File: config.mk
export PLATFORM = sky130hd
export DESIGN_NAME = backlight_brightness_ramp
export DESIGN_NICKNAME = d
export VERILOG_FILES = /design/src/hw/rtl/blbr_pkg.sv /design/src/hw/rtl/blbr_step.sv /design/src/hw/rtl/blbr_scale.sv /design/src/hw/rtl/backlight_brightness_ramp.sv
export SDC_FILE = /design/constraint.sdc
export NUM_CORES = 2
export LEC_CHECK = 0
export BUFFER_PORTS_ARGS = -buffer_cell sky130_fd_sc_hd__buf_4
export CORE_MARGIN = 2
export CORE_UTILIZATION = 50
export CTS_CLUSTER_SIZE = 40
export DETAILED_ROUTE_END_ITERATION = 10
export GPL_ROUTABILITY_DRIVEN = 0
export PLACE_DENSITY = 0.66
export RECOVER_POWER = 25
export SYNTH_ARGS = -nofsm -noshare
export SYNTH_HDL_FRONTEND = slang
export SYNTH_SLANG_ARGS = --single-unit
File: constraint.sdc
create_clock -name i_clk -period 16.5 [get_ports i_clk]
set_input_delay 2.475 -clock i_clk [delete_from_list [all_inputs] [get_ports i_clk]]
set_output_delay 2.475 -clock i_clk [all_outputs]
set_load 0.01 [all_outputs]
File: src/hw/rtl/blbr_pkg.sv
package blbr_pkg;

    localparam int unsigned BLBR_RAMP_TICKS_DEF = 2;

    // register map
    localparam logic [2:0] REG_RATIO_PERCENT   = 3'd0;
    localparam logic [2:0] REG_GAP_LIMIT_ONE   = 3'd1;
    localparam logic [2:0] REG_GAP_LIMIT_TWO   = 3'd2;
    localparam logic [2:0] REG_GAP_LIMIT_THREE = 3'd3;
    localparam logic [2:0] REG_STEP_ONE        = 3'd4;
    localparam logic [2:0] REG_STEP_TWO        = 3'd5;
    localparam logic [2:0] REG_STEP_THREE      = 3'd6;
    localparam logic [2:0] REG_STEP_FOUR       = 3'd7;

    // reset values
    localparam logic [6:0]  RST_RATIO_PERCENT   = 7'd100;
    localparam logic [15:0] RST_GAP_LIMIT_ONE   = 16'd64;
    localparam logic [15:0] RST_GAP_LIMIT_TWO   = 16'd256;
    localparam logic [15:0] RST_GAP_LIMIT_THREE = 16'd1024;
    localparam logic [15:0] RST_STEP_ONE        = 16'd1;
    localparam logic [15:0] RST_STEP_TWO        = 16'd4;
    localparam logic [15:0] RST_STEP_THREE      = 16'd16;
    localparam logic [15:0] RST_STEP_FOUR       = 16'd64;

    // divide by 100: q = (p * ceil(2^30 / 100)) >> 30, exact for p < 2^23
    localparam int          BLBR_RECIP_SHIFT = 30;
    localparam logic [23:0] BLBR_RECIP       = 24'd10737419;

    typedef struct packed {
        logic [6:0]  ratio_percent;
        logic [15:0] gap_limit_one;
        logic [15:0] gap_limit_two;
        logic [15:0] gap_limit_three;
        logic [15:0] step_one;
        logic [15:0] step_two;
        logic [15:0] step_three;
        logic [15:0] step_four;
    } t_cfg;

    typedef struct packed {
        logic [15:0] goal_level;
        logic [15:0] present_level;
        logic [15:0] step_size;
        logic        step_down;
        logic [7:0]  tick_count;
    } t_ramp;

    // writes caused by one tick: count, first level, second level
    typedef struct packed {
        logic [1:0]  cnt;
        logic [15:0] lvl0;
        logic [15:0] lvl1;
    } t_writes;

endpackage

File: src/hw/rtl/blbr_step.sv
module blbr_step
    import blbr_pkg::*;
#(
    parameter int unsigned RAMP_TICKS = BLBR_RAMP_TICKS_DEF
) (
    input  t_cfg        i_cfg,
    input  t_ramp       i_state,
    input  logic [15:0] i_target_level,
    input  logic        i_drive_accepts,
    output t_ramp       o_state,
    output t_writes     o_writes
);

    localparam logic [7:0] TICKS = 8'(RAMP_TICKS);

    logic [15:0] w_gap;

    assign w_gap = (i_target_level >= i_state.present_level)
                 ? (i_target_level - i_state.present_level)
                 : (i_state.present_level - i_target_level);

    always_comb begin
        t_ramp       s;
        logic        zero_wr;
        logic        ramp_wr;
        logic [15:0] lvl;
        logic [16:0] sum_up;
        logic [16:0] lim_dn;

        s       = i_state;
        zero_wr = 1'b0;
        ramp_wr = 1'b0;
        lvl     = '0;
        sum_up  = '0;
        lim_dn  = '0;

        if (i_target_level != s.goal_level) begin
            if (i_target_level == '0) begin
                zero_wr = 1'b1;
                if (i_drive_accepts) begin
                    s = '0;
                end
            end else begin
                if (w_gap <= i_cfg.gap_limit_one) begin
                    s.step_size = i_cfg.step_one;
                end else if (w_gap <= i_cfg.gap_limit_two) begin
                    s.step_size = i_cfg.step_two;
                end else if (w_gap <= i_cfg.gap_limit_three) begin
                    s.step_size = i_cfg.step_three;
                end else begin
                    s.step_size = i_cfg.step_four;
                end
                s.step_down  = i_target_level < s.present_level;
                s.goal_level = i_target_level;
                s.tick_count = TICKS;
            end
        end

        if (s.goal_level != s.present_level) begin
            if (s.tick_count >= TICKS) begin
                s.tick_count = '0;
                ramp_wr      = 1'b1;
                sum_up       = {1'b0, s.present_level} + {1'b0, s.step_size};
                lim_dn       = {1'b0, s.goal_level} + {1'b0, s.step_size};
                // clamp at the goal in either direction
                if (s.step_down) begin
                    if ({1'b0, s.present_level} <= lim_dn) begin
                        lvl = s.goal_level;
                    end else begin
                        lvl = s.present_level - s.step_size;
                    end
                end else begin
                    if (sum_up >= {1'b0, s.goal_level}) begin
                        lvl = s.goal_level;
                    end else begin
                        lvl = sum_up[15:0];
                    end
                end
                if (i_drive_accepts) begin
                    s.present_level = lvl;
                end
            end else begin
                s.tick_count = s.tick_count + 8'd1;
            end
        end

        o_state       = s;
        o_writes.cnt  = {zero_wr & ramp_wr, zero_wr ^ ramp_wr};
        o_writes.lvl0 = zero_wr ? 16'd0 : lvl;
        o_writes.lvl1 = lvl;
    end

endmodule

File: src/hw/rtl/blbr_scale.sv
module blbr_scale
    import blbr_pkg::*;
(
    input  logic        i_clk,
    input  logic        i_rst_n,
    input  logic [6:0]  i_ratio,
    input  logic        i_valid,
    output logic        o_ready,
    input  logic [15:0] i_level,
    input  logic        i_last,
    output logic        o_valid,
    input  logic        i_ready,
    output logic [15:0] o_drive_level,
    output logic [15:0] o_ramp_level,
    output logic        o_last
);

    logic        r_s1_valid;
    logic [22:0] r_s1_prod;
    logic [15:0] r_s1_level;
    logic        r_s1_last;
    logic        r_o_valid;
    logic [15:0] r_o_drive;
    logic [15:0] r_o_level;
    logic        r_o_last;

    logic        w_o_ready;
    logic        w_s1_ready;
    logic [22:0] w_prod;
    logic [46:0] w_mul;
    logic [16:0] w_quo;
    logic [15:0] w_drive;

    assign w_o_ready  = !r_o_valid || i_ready;
    assign w_s1_ready = !r_s1_valid || w_o_ready;
    assign o_ready    = w_s1_ready;

    assign w_prod  = {7'd0, i_level} * {16'd0, i_ratio};
    assign w_mul   = {24'd0, r_s1_prod} * {23'd0, BLBR_RECIP};
    assign w_quo   = w_mul[BLBR_RECIP_SHIFT +: 17];
    assign w_drive = w_quo[16] ? 16'hFFFF : w_quo[15:0];

    always_ff @(posedge i_clk) begin
        if (!i_rst_n) begin
            r_s1_valid <= 1'b0;
            r_o_valid  <= 1'b0;
        end else begin
            if (w_s1_ready) begin
                r_s1_valid <= i_valid;
            end
            if (w_o_ready) begin
                r_o_valid <= r_s1_valid;
            end
        end
    end

    always_ff @(posedge i_clk) begin
        if (w_s1_ready && i_valid) begin
            r_s1_prod  <= w_prod;
            r_s1_level <= i_level;
            r_s1_last  <= i_last;
        end
        if (w_o_ready && r_s1_valid) begin
            r_o_drive <= w_drive;
            r_o_level <= r_s1_level;
            r_o_last  <= r_s1_last;
        end
    end

    assign o_valid       = r_o_valid;
    assign o_drive_level = r_o_drive;
    assign o_ramp_level  = r_o_level;
    assign o_last        = r_o_last;

endmodule

File: src/hw/rtl/backlight_brightness_ramp.sv
// Backlight brightness ramp: slew-rate limiter in front of a backlight driver.
// Input channel (i_in_valid / o_in_ready): one word per tick, a target level
// and a flag telling whether the driver takes a write this tick.
// Output channel (o_out_valid / i_out_ready): zero, one or two driver writes
// per tick, each with the scaled level, the raw ramp level and a last flag.
// Configuration: i_cfg_we writes i_cfg_data into register i_cfg_idx at once;
// the user writes only while the block is idle; the block does not enforce it.
// Pipeline: a tick's writes go through the write buffer, a register for the
// level * ratio product and the output register after the divide by 100.
// Throughput: one tick per cycle while the output is not stalled and it
// causes at most one write; a tick with two writes holds the input until the
// second drains, as the output moves one word per cycle from the write buffer.
// Stalls: the output pipeline holds its words while i_out_ready is low and
// input is taken as long as the write buffer can drain into it.
// Reset (synchronous, i_rst_n low): ramp state cleared, registers back to
// their defaults, all buffered writes dropped.
module backlight_brightness_ramp
    import blbr_pkg::*;
#(
    parameter int unsigned RAMP_TICKS = BLBR_RAMP_TICKS_DEF
) (
    input  logic        i_clk,
    input  logic        i_rst_n,
    input  logic        i_cfg_we,
    input  logic [2:0]  i_cfg_idx,
    input  logic [15:0] i_cfg_data,
    input  logic        i_in_valid,
    output logic        o_in_ready,
    input  logic [15:0] i_target_level,
    input  logic        i_drive_accepts,
    output logic        o_out_valid,
    input  logic        i_out_ready,
    output logic [15:0] o_drive_level,
    output logic [15:0] o_ramp_level,
    output logic        o_last_write
);

    // configuration and ramp state
    t_cfg        r_cfg;
    t_ramp       r_state;
    t_ramp       n_state;
    t_writes     w_writes;

    // write buffer: up to two writes of the last accepted tick
    logic [1:0]  r_pend_cnt;
    logic [15:0] r_pend_lvl0;
    logic [15:0] r_pend_lvl1;
    logic        r_pend_last0;

    logic        w_scale_ready;
    logic        w_pop;
    logic        w_accept;

    assign w_pop      = (r_pend_cnt != 2'd0) && w_scale_ready;
    assign o_in_ready = (r_pend_cnt == 2'd0) || ((r_pend_cnt == 2'd1) && w_pop);
    assign w_accept   = i_in_valid && o_in_ready;

    blbr_step #(
        .RAMP_TICKS (RAMP_TICKS)
    ) u_step (
        .i_cfg           (r_cfg),
        .i_state         (r_state),
        .i_target_level  (i_target_level),
        .i_drive_accepts (i_drive_accepts),
        .o_state         (n_state),
        .o_writes        (w_writes)
    );

    // configuration registers
    always_ff @(posedge i_clk) begin
        if (!i_rst_n) begin
            r_cfg.ratio_percent   <= RST_RATIO_PERCENT;
            r_cfg.gap_limit_one   <= RST_GAP_LIMIT_ONE;
            r_cfg.gap_limit_two   <= RST_GAP_LIMIT_TWO;
            r_cfg.gap_limit_three <= RST_GAP_LIMIT_THREE;
            r_cfg.step_one        <= RST_STEP_ONE;
            r_cfg.step_two        <= RST_STEP_TWO;
            r_cfg.step_three      <= RST_STEP_THREE;
            r_cfg.step_four       <= RST_STEP_FOUR;
        end else if (i_cfg_we) begin
            unique case (i_cfg_idx)
                REG_RATIO_PERCENT:   r_cfg.ratio_percent   <= i_cfg_data[6:0];
                REG_GAP_LIMIT_ONE:   r_cfg.gap_limit_one   <= i_cfg_data;
                REG_GAP_LIMIT_TWO:   r_cfg.gap_limit_two   <= i_cfg_data;
                REG_GAP_LIMIT_THREE: r_cfg.gap_limit_three <= i_cfg_data;
                REG_STEP_ONE:        r_cfg.step_one        <= i_cfg_data;
                REG_STEP_TWO:        r_cfg.step_two        <= i_cfg_data;
                REG_STEP_THREE:      r_cfg.step_three      <= i_cfg_data;
                REG_STEP_FOUR:       r_cfg.step_four       <= i_cfg_data;
            endcase
        end
    end

    // ramp state advances once per accepted tick
    always_ff @(posedge i_clk) begin
        if (!i_rst_n) begin
            r_state <= '0;
        end else if (w_accept) begin
            r_state <= n_state;
        end
    end

    // write buffer: a new tick loads it whole, otherwise the head drains
    always_ff @(posedge i_clk) begin
        if (!i_rst_n) begin
            r_pend_cnt <= 2'd0;
        end else if (w_accept) begin
            r_pend_cnt <= w_writes.cnt;
        end else if (w_pop) begin
            r_pend_cnt <= r_pend_cnt - 2'd1;
        end
    end

    always_ff @(posedge i_clk) begin
        if (w_accept) begin
            r_pend_lvl0  <= w_writes.lvl0;
            r_pend_lvl1  <= w_writes.lvl1;
            r_pend_last0 <= (w_writes.cnt == 2'd1);
        end else if (w_pop) begin
            r_pend_lvl0  <= r_pend_lvl1;
            r_pend_last0 <= 1'b1;
        end
    end

    // scaling pipeline and output register
    blbr_scale u_scale (
        .i_clk         (i_clk),
        .i_rst_n       (i_rst_n),
        .i_ratio       (r_cfg.ratio_percent),
        .i_valid       (r_pend_cnt != 2'd0),
        .o_ready       (w_scale_ready),
        .i_level       (r_pend_lvl0),
        .i_last        (r_pend_last0),
        .o_valid       (o_out_valid),
        .i_ready       (i_out_ready),
        .o_drive_level (o_drive_level),
        .o_ramp_level  (o_ramp_level),
        .o_last        (o_last_write)
    );

endmodule

Word level (Yosys, flattened, before mapping)
Cells that the tools add are included.

storage, ports and cells
  word-level logic and storage cells = 107
  output and inout port bits = 35
  flip-flop bits (word level) = 286
  bits of input ports = 41

operators by class
  reductions and logical operators = 22
  multiply operators = 2
  add/subtract/negate cells = 7
  equality and inequality tests = 11
  bitwise gates (word level) = 2
  muxes and demuxes = 30
  magnitude comparators = 8

operators with widths
  cell                      count
  $mux W16                  17
  $mux W57                  2
  $le A16 B16 Y1            3
  $sub A16 B16 Y16          3
  $mul A23 B24 Y47 const B  1
  $add A16 B16 Y17          2
  $ne A16 B16 Y1            2
  $mux W25                  1
  $mul A16 B7 Y23           1
  $ge A17 B16 Y1            1
  $le A16 B17 Y1            1
  $ge A16 B16 Y1            1
  $logic_not A16 Y1         1
  $lt A16 B16 Y1            1
  $mux W8                   2
  $reduce_and A2 Y1         8
  $eq A3 B3 Y1 const B      4
  $add A8 B1 Y8 const B     1
  $ge A8 B2 Y1 const B      1
  $eq A3 B2 Y1 const B      2
  $mux W1                   6
  $eq A2 B1 Y1 const B      2
  $logic_and A1 B1 Y1       4
  $mux W2                   2
  9 further kinds           13

Longest topological paths before layout
  word-level depth = 16
  gate-level depth with buffers = 52
  gate-level depth less buffers = 47

By module
Synthesis repeated with hierarchy kept, for this count alone.

second synthesis, totals
  cells, all modules = 3518
  area, all modules = 31554.0 µm²

modules (own cells, without submodules)
  module                     times used  area an instance (µm²)  cells each
  blbr_scale                 1           14705.4                 1405
  blbr_step                  1           8630.8                  1258
  backlight_brightness_ramp  1           8217.9                  855

Least setup slack after synthesis
Ideal clock, no wire load.

  path type = input port to flip-flop
  start point = in i_target_level[0]
  end point = reg r_pend_lvl0[8] (data pin)
  library setup time = 0.256 ns
  slack = 4.125 ns
  data arrival time = 12.119 ns
  buffers on the path = 3
  stages = 47
  required time = 16.244 ns
  cells stage by stage = inv_1 > ha_1 > inv_1 > fa_1 > a21o_1 > a21o_1 > a21oi_1 > nor2_1 > o21ai_1 > nand3_1 > a311oi_1 > o22ai_1 > a211oi_1 > xnor2_1 > ha_1 > a21o_1 > a21o_1 > a21o_1 > (+11 left out) > o21ai_0 > a21o_1 > a21oi_1 > o21ai_0 > a311o_1 > a31o_2 > a21oi_1 > xor2_1 > ha_1 > a211oi_1 > nand2_1 > o2111a_1 > o21a_1 > clkbuf_1 > nor2_1 > buf_2 > a22oi_1 > a22o_1

RTL lines
  element               line                              text
  from (decl)           backlight_brightness_ramp.sv:29   input logic [15:0] i_target_level,
  to (signal assigned)  backlight_brightness_ramp.sv:116  r_pend_lvl0 <= w_writes.lvl0;
  to (signal assigned)  backlight_brightness_ramp.sv:120  r_pend_lvl0 <= r_pend_lvl1;
  to (decl)             backlight_brightness_ramp.sv:46   logic [15:0] r_pend_lvl0;

Worst setup path after layout
  start point = in i_target_level[0]
  end point = reg r_pend_lvl0[6] (data pin)

between the ends
  cells in the longest elaborated chain, start to end = 16
  elaborated cells between the ends (all ways) = 33
  those cells by class = add/sub: 5; order compare: 8; eq/ne: 2; mux: 17; reduce/logical: 1

RTL lines
  element                                           line                              text
  $sub A16 B16 Y16, or another cell as far along    blbr_step.sv:20                   : (i_state.present_level - i_target_level);
  $mux W16                                          blbr_step.sv:19                   ? (i_target_level - i_state.present_level)
  $le A16 B16 Y1                                    blbr_step.sv:48                   end else if (w_gap <= i_cfg.gap_limit_three) begin
  $mux W16                                          blbr_step.sv:48
  $mux W16                                          blbr_step.sv:46                   end else if (w_gap <= i_cfg.gap_limit_two) begin
  $mux W16                                          blbr_step.sv:44                   if (w_gap <= i_cfg.gap_limit_one) begin
  $mux W25                                          blbr_step.sv:38                   if (i_target_level == '0) begin
  $mux W57                                          blbr_step.sv:37                   if (i_target_level != s.goal_level) begin
  $add A16 B16 Y17, on equally long branches        blbr_step.sv:63, blbr_step.sv:64
  $ge A17 B16 Y1 or $le A16 B17 Y1 (tied branches)  blbr_step.sv:73, blbr_step.sv:67
  $mux W16, on equally long branches                blbr_step.sv:73, blbr_step.sv:67
  $mux W16                                          blbr_step.sv:66                   if (s.step_down) begin
  $mux W16                                          blbr_step.sv:60                   if (s.tick_count >= TICKS) begin
  $mux W16                                          blbr_step.sv:59                   if (s.goal_level != s.present_level) begin
  $mux W16 *                                        blbr_step.sv:89                   o_writes.lvl0 = zero_wr ? 16'd0 : lvl;
  $mux W16 *                                        backlight_brightness_ramp.sv:115  if (w_accept) begin

Mark *: on every way between the ends. The rest lies on a longest branch, timed or not.
A chain may end at the register's enable or synchronous reset.

==> qor.yml <==
gr-total-overflow: 0
place_inst: 3971
die_area_um2: 61640
grt_pass1_wl_um: 126500
post_cts_resize_count: 0
post_cts_buffers: 0
synth_edf_count: 106
start_util: 0.5055
rsz0062_at_grt: "false"
synth_seq_cells: 286
critPathRequiredTime_ns: 16.80
die_width_um: 248.3
period_share: 0.8480
worst_setup_path_start_kind: "primary input"
min_path_type: "reg -> reg"
final_cell_mix: "501 x inv_1, 444 x ha_1, 411 x nand2_1, 270 x fa_1, 180 x dfxtp_1"
status: "finished with violations"
dominantRegCellSynth: "dfxtp_1"
routed_wirelength_um: 78630
min_from: "u_scale.r_s1_level[0]"
core_um2: 59020
grt_use_total: 0.2603
drc: 0
antenna_found_initial: 1
synthArstFlopShare: 0
maxCapViolCount: 2
cts.sinks: 286
ys_types: 83
syn_nets: 3959
startpoint: "i_target_level[0]"
dieHeight_um: 248.3
grt_max_degree: 123
netlist_instances: 3204
fin_crit_ns: 13.99
vias: 23220
seq_area_frac_synth: 0.2275
setup_tns_ns: 0
critPathKind: "in -> reg"
fill_cells: 5317
critPathArrivalTime_ns: 14.29
drt_iter0_drc: 1699
cts_tree: "built"
cts_root_buf: "clkbuf_16"
htreeDepth: 2
fin_worst_skew_ns: 0.04080
post_drt_wl_per_cell_um: 19.49
viasPerCell: 5.756
finalNetCount: 3990
worst_pin_slew_ns: 2.846
final_common_cell: "inv_1"
dp_hpwl_um: 62940
r2r_cells: 43
grt_pass1_vias: 24377
portBuffers: 75
violations: "max-capacitance violations, max-slew violations"
ctsHoldBuffers: 0
syn_to_final_growth_pct: 8.157
insertion_delay_ns: 0.58
max_slew_margin: -0.9010
setup-violations-final: 0
yosysWarningCount: 0
num_rows: 89
final_cells: 4034
hold_depth: 0
cp_max_fo: 17
slowest_stage: "nor2_1"
fmax_ghz: 0.07147
cts_buffer_depth: 3
path_clk_slew_ns: 0.06
cp-end-kind: "register"
rr_startpoint: "r_state[25]"
layout-drive-gt1-share: 0.06286
hold_violations: 0
syn_area_um2: 29830
ios: 76
antenna_left: 0
cts_buffers: 35
diodes: 0
slowest_delay_ns: 0.81
path_common_cell: "a21o_1"
slew_violations: 79
synth_area_per_cell_um2: 9.312
drt_pass1_iterations: 6
[synth_stat cells (all sizes together), types with 12 or more instances]
master | n | area (µm²)
xor2 | 45 | 394.1
xnor2 | 59 | 516.8
nor2b | 21 | 131.4
and2 | 58 | 362.9
o21ai | 80 | 404.1
clkbuf | 83 | 317.8
or3 | 13 | 81.33
nand3 | 41 | 205.2
a221o | 42 | 420.4
mux2 | 15 | 168.9
nand2 | 413 | 1560
a21boi | 123 | 923.4
ha | 444 | 5555
inv | 503 | 1891
a21oi | 99 | 499.2
edfxtp | 106 | 3183
nor3 | 42 | 210.2
dfxtp | 180 | 3603
buf | 17 | 92.58
nand2b | 31 | 193.9
and3 | 35 | 219.0
fa | 270 | 5405
o211a | 17 | 170.2
a221oi | 25 | 219.0
a22oi | 20 | 155.1
nor2 | 121 | 459.2
a21o | 56 | 420.4
a32o | 17 | 170.2
o21bai | 12 | 90.09
nand4 | 25 | 162.6
o21a | 18 | 135.1
a211oi | 17 | 127.6
nor4 | 15 | 148.9
mux2i | 22 | 220.2
[state kept, by name (all words and copies together) (netlist names), 2 cells and up]
signal / count
r_state: 57
u_scale.o_ramp_level: 16
r_pend_lvl1: 16
r_cfg: 119
r_pend_lvl0: 16
u_scale.o_drive_level: 16
u_scale.r_s1_level: 16
u_scale.r_s1_prod: 23
r_pend_cnt: 2
[metal layers]
metal,track usage,share of wire
met5,0,0
met3,0.02844,0.049
met1,0.3158,0.40
met2,0.4661,0.50
met4,0.1124,0.043
[cell type report]
cell class / instances / area, µm² / area share
inverters: 503 / 1891 / 0.05859
clock buffers: 47 / 972.2 / 0.03013
flip-flops and latches: 286 / 6787 / 0.2103
multi-input cells: 2315 / 20770 / 0.6437
repair buffers: 94 / 701.9 / 0.02175
well taps: 773 / 967.2 / 0.02997
clock inverters: 16 / 180.2 / 0.005584
[worst paths after layout]
check                                 end  slack (ns)
setup / recovery           r_pend_lvl0[6]        2.51
hold / removal    u_scale.o_ramp_level[0]        0.42
setup reg to reg           r_pend_lvl0[6]        3.87
hold reg to reg   u_scale.o_ramp_level[0]        0.42
[critical path, delay by kind of cell]
kind            cells  cell delay [ns]
compound gates     27             7.62
simple gates        6             1.28
buf+inv             3             0.24
xor+xnor            2             0.45
mux                 2             0.68
fa+ha+maj           5             1.51
[cell families after synthesis]
family / after synthesis / synth area share
DFF: 286 / 0.2275
adders and majority gates: 714 / 0.3674
muxes: 37 / 0.01304
AOI/OAI and AO/OA: 616 / 0.1516
xor gates and xnor gates: 104 / 0.03053
buffers and inverters: 603 / 0.07712
and+or+nand+nor: 844 / 0.1329
[through the flow]
stage | setup WS [ns] | util | area, µm² | hold WS, ns
after floorplan | 4.125 | - | 29830 | 0.4003
after global placement | 2.686 | 0.5274 | 31130 | 0.4064
after detailed placement | 2.231 | 0.5274 | 31130 | 0.4045
after CTS | 2.812 | 0.5469 | 32280 | 0.4166
after global routing | 1.733 | 0.5467 | 32270 | 0.4231
final | 2.507 | 0.5467 | 32270 | 0.4155
Power is not shown: default switching activity piles up to over one toggle a cycle in this logic, so the estimate is an artifact.
